[src/rtl/core/rrds_pkg.sv]
// Types, constants and codes shared by the ring route direction selector.
package rrds_pkg;

  localparam int unsigned NODES_DEF = 256;

  localparam int unsigned ID_W    = 8;
  localparam int unsigned DELAY_W = 16;
  localparam int unsigned HOP_W   = 8;
  localparam int unsigned CD_W    = 4;

  localparam int unsigned S_TDATA_W = 72;
  localparam int unsigned S_TUSER_W = 1;
  localparam int unsigned M_TDATA_W = 56;
  localparam int unsigned M_TUSER_W = 4;

  localparam int unsigned APB_AW = 3;
  localparam int unsigned APB_DW = 32;

  localparam logic [ID_W-1:0] NODE_ID_RST      = '0;
  localparam logic [CD_W-1:0] PROBE_PERIOD_RST = 4'd3;

  localparam logic [0:0] REG_NODE_ID      = 1'b0;
  localparam logic [0:0] REG_PROBE_PERIOD = 1'b1;

  typedef enum logic [1:0] {
    ACT_DELIVER  = 2'd0,
    ACT_LINK     = 2'd1,
    ACT_CONSUMED = 2'd2
  } action_e;

  typedef struct packed {
    action_e              action;
    logic                 link_port;
    logic                 is_fb;
    logic [ID_W-1:0]      dst;
    logic [ID_W-1:0]      src;
    logic [ID_W-1:0]      meas;
    logic [DELAY_W-1:0]   dly;
    logic                 dir;
    logic                 wants;
    logic [HOP_W-1:0]     hop;
    logic                 last;
  } result_t;

  typedef struct packed {
    logic accept;
    logic exec;
    logic second;
    logic clr_wr;
  } cmd_t;

  typedef struct packed {
    logic out_free;
    logic two_res;
    logic clr_done;
  } sts_t;

endpackage

[src/rtl/core/rrds_ctrl.sv]
// Controller state machine: table clearing, item capture, execution and result issue.
module rrds_ctrl (
  input  logic          clk_i,
  input  logic          rst_ni,
  input  logic          s_valid_i,
  output logic          s_ready_o,
  input  rrds_pkg::sts_t sts_i,
  output rrds_pkg::cmd_t cmd_o
);

  localparam logic [1:0] ST_CLEAR  = 2'd0;
  localparam logic [1:0] ST_IDLE   = 2'd1;
  localparam logic [1:0] ST_EXEC   = 2'd2;
  localparam logic [1:0] ST_SECOND = 2'd3;

  logic [1:0] state_q, state_d;

  always_comb begin
    state_d   = state_q;
    cmd_o     = '0;
    s_ready_o = 1'b0;
    unique case (state_q)
      ST_CLEAR: begin
        cmd_o.clr_wr = 1'b1;
        if (sts_i.clr_done) begin
          state_d = ST_IDLE;
        end
      end
      ST_IDLE: begin
        s_ready_o = 1'b1;
        if (s_valid_i) begin
          cmd_o.accept = 1'b1;
          state_d      = ST_EXEC;
        end
      end
      ST_EXEC: begin
        if (sts_i.out_free) begin
          cmd_o.exec = 1'b1;
          state_d    = sts_i.two_res ? ST_SECOND : ST_IDLE;
        end
      end
      ST_SECOND: begin
        if (sts_i.out_free) begin
          cmd_o.second = 1'b1;
          state_d      = ST_IDLE;
        end
      end
      default: begin
        state_d = ST_CLEAR;
      end
    endcase
  end

  always_ff @(posedge clk_i or negedge rst_ni) begin
    if (!rst_ni) begin
      state_q <= ST_CLEAR;
    end else begin
      state_q <= state_d;
    end
  end

endmodule

[config.mk]
export PLATFORM = sky130hd
export DESIGN_NAME = rrds_ctrl
export DESIGN_NICKNAME = d
export VERILOG_FILES = /design/src/rtl/core/rrds_pkg.sv /design/src/rtl/core/rrds_ctrl.sv
export SDC_FILE = /design/constraint.sdc
export NUM_CORES = 1
export LEC_CHECK = 0
export BUFFER_PORTS_ARGS = -buffer_cell sky130_fd_sc_hd__buf_2
export CAP_MARGIN = 0
export CORE_AREA = 2 2 39 41
export DETAILED_ROUTE_END_ITERATION = 7
export DIE_AREA = 0 0 41 43
export PLACE_DENSITY_LB_ADDON = 0.15
export RECOVER_POWER = 25
export REMOVE_ABC_BUFFERS = 1
export SYNTH_ARGS = -nofsm -noshare
export SYNTH_HDL_FRONTEND = slang
export SYNTH_SLANG_ARGS = --single-unit
[constraint.sdc]
create_clock -name clk_i -period 2.35 [get_ports clk_i]
set_clock_uncertainty 0.15 [all_clocks]
set_input_delay 0.5875 -clock clk_i [delete_from_list [all_inputs] [get_ports clk_i]]
set_output_delay 0.5875 -clock clk_i [all_outputs]
set_load 0.05 [all_outputs]
==> impl_metrics.py, run 1 <==
metrics = {
    "placed_design": {
        "hpwl_um": 349,
        "portBuffers": 10,
        "gp_congestion": 0.593,
    },
    "clocking": {
        "h-tree-depth": 1,
        "clockBufferDepth": 2,
        "cts_setup_buffers": 0,
        "clock-root-buffer": "clkbuf_4",
        "cts_tree": "yes",
        "clkLatencyLatePin_ns": 0.23,
        "cts_made_buffers": 3,
        "clock-sinks": 2,
        "cts.reportedPaths.clkPinSlew_ns": 0.03,
    },
    "synthesis": {
        "ys_types": 11,
        "synth_area_per_cell_um2": 10.1,
        "synth_area_um2": 201,
        "ys_warn_count": 0,
        "synth_seq_cells": 2,
        "ys_seq_area_share_pct": 24.8,
        "synthesis.instances": 20,
    },
    "critical_path": {
        "rrSetupSlack_ns": 0.90,
        "start_kind": "flip-flop",
        "required_ns": 1.61,
        "rr_endpoint": "state_q[1]",
        "criticalPathCategory": "flip-flop to output port",
        "slowest_delay_ns": 0.40,
        "rr_startpoint": "state_q[0]",
        "cp_max_fo": 4,
        "end_kind": "output port",
        "cp_cell_sequence": "inv_1 > ha_1 > and2_2 > buf_2",
        "worstRegToRegCells": 5,
        "worst_ep_arrival_time_ns": 1.34,
        "slowest_stage": "dfrtp_1",
    },
    "floorplan": {
        "initial_core_util_pct": 14.6,
        "io_pins": 11,
        "die_y_um": 43,
        "die_w_um": 41,
        "coreArea_um2": 1380,
        "dieArea_um2": 1760,
        "num_rows": 14,
    },
    "pwr": {
        "p_leak_nw": 0.169,
        "power_mw": 0.444,
        "power_density_nw_per_um2": 1470,
        "peakVddDrop_mv": 0.254,
    },
    "timing": {
        "setup_viol": 0,
        "max_freq_ghz": 0.482,
        "rsz0062_at_grt": "no",
        "setup-tns-final_ns": 0,
        "fin_crit_ns": 2.08,
        "worst-slew-pin-transition_ns": 0.249,
        "finalCritPeriodShare_pct": 88.4,
        "max_slew_margin_pct": 83.5,
        "finalMaxSlewViolations": 0,
        "hold_viol": 0,
    },
    "global_route": {
        "use_met3_pct": 3.14,
        "grt-busiest-layer": "met2",
        "grt_pass1_vias": 198,
        "grt_util_met1_pct": 4.15,
        "gr-usage-all-layers_pct": 6.61,
        "gr-total-overflow": 0,
        "grt_max_degree": 5,
        "grt.met2_usage_pct": 10.0,
        "antenna_found_initial": 0,
        "grt_pass1_wl_um": 683,
    },
    "cells_and_area": {
        "syn2layout_area_growth_pct": 50.3,
        "largest-register": "state_q",
        "reg.largest.list": "state_q (2)",
        "diodes": 0,
        "largest_register_ffs": 2,
        "layout-drive-gt1-share_pct": 44.1,
        "finalNetCount": 47,
    },
    "drt": {
        "dr.first_iter.drc_count": 0,
        "ant_nets": 0,
        "viasPerCell": 3.62,
        "vias": 181,
        "drt-pass1-iter-count": 1,
        "drt_wl_total_um": 420,
        "wire_per_inst_um": 8.40,
        "drc": 0,
    },
    "min_path": {
        "hp-class": "flip-flop to flip-flop",
        "min_delay_path_depth": 2,
        "hold_path_end": "state_q[1]",
        "worstHoldStart": "state_q[1]",
    },
    "job": {
        "cap_violations": 0,
    },
    "run_status": {
        "status": "finished, final reports clean",
    },
}
==> worst max-delay path by stage <==
| stage | startpoint | to | slack (ns) | cells after the start |
|---|---|---|---|---|
| floorplan | state_q[1] | cmd_o[3] | 0.53 | 3 |
| global placement | state_q[0] | cmd_o[2] | 0.50 | 4 |
| detailed placement | state_q[0] | cmd_o[2] | 0.50 | 4 |
| CTS | state_q[0] | cmd_o[2] | 0.25 | 4 |
| global route | state_q[0] | cmd_o[2] | 0.17 | 4 |
| finish | state_q[0] | cmd_o[2] | 0.27 | 4 |
==> worst max-delay path, delay by kind of cell, from the launching register on <==
kind | cells | cell delay (ns)
adder cells (fa/ha/maj) | 1 | 0.23
buffers and inverters | 2 | 0.30
AND/OR/NAND/NOR | 1 | 0.19
flip-flops | 1 | 0.40
==> per-layer routing <==
layer	wire length (um)	share of wire [%]
met2	229	55
met5	0	0
met1	144	34
met4	0	0
met3	46	11
==> synthesized netlist by cell type (all sizes together) <==
master	number	area share (%)
ha	5	31
and2	3	9.9
inv	3	5.6
dfrtp	2	25
mux2i	2	9.9
a21o	1	4.3
nand2	1	1.9
nand2b	1	3.1
nor2	1	1.9
o221ai	1	7.5
==> cells by family after synthesis <==
| family | Yosys count | synth area share, % |
|---|---|---|
| buf+inv | 3 | 5.59 |
| simple gates | 6 | 16.8 |
| mux | 2 | 9.94 |
| compound gates | 2 | 11.8 |
| flops | 2 | 24.8 |
| fa+ha+maj | 5 | 31.1 |
==> layout by cell type (no fill, tap or decap), types with 2 or more instances in the layout <==
cell type	instances
clkbuf_4	3
inv_1	3
and2_1	2
dfrtp_1	2
buf_2	9
mux2i_1	2
ha_1	5
==> report_power, final <==
part / switching [mW] / internal, mW
logic: 0.201 / 0.0977
registers: 0.0166 / 0.0517
clock network: 0.0202 / 0.0564
total: 0.238 / 0.206
==> cell type report <==
type                    instances  area (um^2)
fillers                       165         1080
flip-flops and latches          2         50.0
repair buffers                 11         58.8
multi-input cells              15          140
well taps                      16         20.0
inverters                       3         11.3
clock buffers                   3         22.5
==> through the flow <==
step | util [%] | setup WS [ns] | instances | hold slack [ns] | area (um^2)
after floorplan | - | 0.535 | 20 | 0.142 | 201
after global placement | 19.6 | 0.501 | 46 | 0.222 | 272
after detailed placement | 19.6 | 0.499 | 46 | 0.225 | 272
after CTS | 22.0 | 0.251 | 50 | 0.519 | 304
after global routing | 21.9 | 0.166 | 50 | 0.533 | 303
final | 21.9 | 0.273 | 50 | 0.507 | 303
==> what timing repair did <==
action,in CTS,in global routing
hold buffers,1,0
resized for setup,0,0
hold endpoints to repair,2,0
No activity file was read; power rests on OpenSTA's default activity.
==> run 2, diff against run 1 <==
--- a/config.mk
+++ b/config.mk
@@ -11,7 +11,6 @@
 export DETAILED_ROUTE_END_ITERATION = 7
 export DIE_AREA = 0 0 41 43
 export PLACE_DENSITY_LB_ADDON = 0.15
-export RECOVER_POWER = 25
 export REMOVE_ABC_BUFFERS = 1
 export SYNTH_ARGS = -nofsm -noshare
 export SYNTH_HDL_FRONTEND = slang
==> run 2 against run 1 <==
- sequential cell count did not move
- wire length unchanged
- highest routed layer unchanged
- hold slack stayed put
- power about the same
- critical endpoint unchanged
- first-iteration DRC count unchanged
==> impl_metrics.py, run 2 (synthesis results as in run 1) <==
metrics = {
    "run_status": {
        "status": "finished, final reports clean",
    },
    "critical_path": {
        "path_buf_inv": 2,
        "worstRegToRegCells": 5,
        "rr_startpoint": "state_q[0]",
        "cp_max_fo": 4,
        "slowest_stage": "dfrtp_1",
        "start_kind": "flip-flop",
        "worst_ep_arrival_time_ns": 1.34,
        "slowest_delay_ns": 0.40,
        "rr_endpoint": "state_q[1]",
        "crit_path_start": "state_q[0]",
        "cp_cell_sequence": "inv_1 > ha_1 > and2_2 > buf_2",
        "criticalPathCategory": "flip-flop to output port",
        "rrSetupSlack_ns": 0.90,
        "required_ns": 1.61,
        "critPathTopFamily": "flip-flops",
        "end_kind": "output port",
    },
    "min_path": {
        "hp-class": "flip-flop to flip-flop",
        "worstHoldStart": "state_q[1]",
        "min_delay_path_depth": 2,
        "hold_path_end": "state_q[1]",
    },
    "clocking": {
        "clkLatencyLatePin_ns": 0.23,
        "ctsHoldBuffers": 1,
        "cts_setup_buffers": 0,
        "h-tree-depth": 1,
        "clock-sinks": 2,
        "clock-root-buffer": "clkbuf_4",
        "clockBufferDepth": 2,
        "cts_resized": 0,
        "cts_made_buffers": 3,
        "cts.reportedPaths.clkPinSlew_ns": 0.03,
        "cts_tree": "yes",
    },
    "timing": {
        "setup_slack_ns": 0.273,
        "fin_crit_ns": 2.08,
        "finalMaxSlewViolations": 0,
        "finalCritPeriodShare_pct": 88.4,
        "max_freq_ghz": 0.482,
        "rsz0062_at_grt": "no",
        "setup_viol": 0,
        "max_slew_margin_pct": 83.5,
        "hold_ws_ns": 0.507,
        "setup-tns-final_ns": 0,
        "worst-slew-pin-transition_ns": 0.249,
        "hold_viol": 0,
    },
    "cells_and_area": {
        "final_cell_mix": "10 x buf_2, 5 x ha_1, 3 x inv_1, 3 x clkbuf_4",
        "final_common_cell": "buf_2",
        "final_util_pct": 22.0,
        "syn2layout_area_growth_pct": 50.9,
        "num-fill-cells": 166,
        "finalNetCount": 47,
        "largest-register": "state_q",
        "final_area_um2": 304,
        "layout-drive-gt1-share_pct": 47.1,
        "reg.largest.list": "state_q (2)",
        "largest_register_ffs": 2,
        "diodes": 0,
        "fin_cells": 50,
    },
    "placed_design": {
        "place_area_um2": 272,
        "gp_congestion": 0.593,
        "place_inst": 46,
        "place_ws_ns": 0.499,
        "portBuffers": 10,
        "hpwl_um": 349,
    },
    "drt": {
        "drt-pass1-iter-count": 1,
        "drc": 0,
        "wire_per_inst_um": 8.40,
        "dr.first_iter.drc_count": 0,
        "drt_wl_total_um": 420,
        "vias": 181,
        "ant_nets": 0,
        "viasPerCell": 3.62,
    },
    "pwr": {
        "p_leak_nw": 0.172,
        "power_mw": 0.444,
        "peakVddDrop_mv": 0.254,
        "power_density_nw_per_um2": 1460,
    },
    "floorplan": {
        "initial_core_util_pct": 14.6,
        "coreArea_um2": 1380,
        "num_rows": 14,
        "io_pins": 11,
        "die_y_um": 43,
        "die_w_um": 41,
        "dieArea_um2": 1760,
    },
    "global_route": {
        "grt-busiest-layer": "met2",
        "use_met3_pct": 3.14,
        "antenna_found_initial": 0,
        "grt_max_degree": 5,
        "gr-usage-all-layers_pct": 6.61,
        "grt_pass1_wl_um": 683,
        "grt.met2_usage_pct": 10.0,
        "grt_util_met1_pct": 4.15,
        "gr-total-overflow": 0,
        "grt_pass1_vias": 198,
    },
    "job": {
        "cap_violations": 0,
    },
}
==> run 2: area by class of cell <==
type	instances	area (um^2)	area share, %
inverter	3	11.3	3.70
timing repair buffer	11	60.1	19.8
multi-input combinational	15	140	46.1
tap	16	20.0	6.58
clock buffer	3	22.5	7.41
sequential	2	50.0	16.5
==> run 2: worst max path at each step <==
stage,cells past startpoint,endpoint
floorplan,3,cmd_o[3]
finish,4,cmd_o[2]
global route,4,cmd_o[2]
CTS,4,cmd_o[2]
global placement,4,cmd_o[2]
detailed placement,4,cmd_o[2]
==> run 2: per-layer routing <==
metal / vias to the layer above / routed length, um
met3: 0 / 46
met2: 7 / 229
met5: - / 0
met1: 81 / 144
met4: 0 / 0
li1: 93 / -
==> run 2: worst min-delay path, cell delays in order (launching register included) <==
cell	delay, ns
dfrtp_1	0.39
inv_1	0.12
mux2i_1	0.09
==> run 2: report_power, final <==
group	internal [mW]	switching [mW]
combinational	0.0979	0.201
sequential	0.0517	0.0166
clock	0.0564	0.0202
total	0.206	0.238
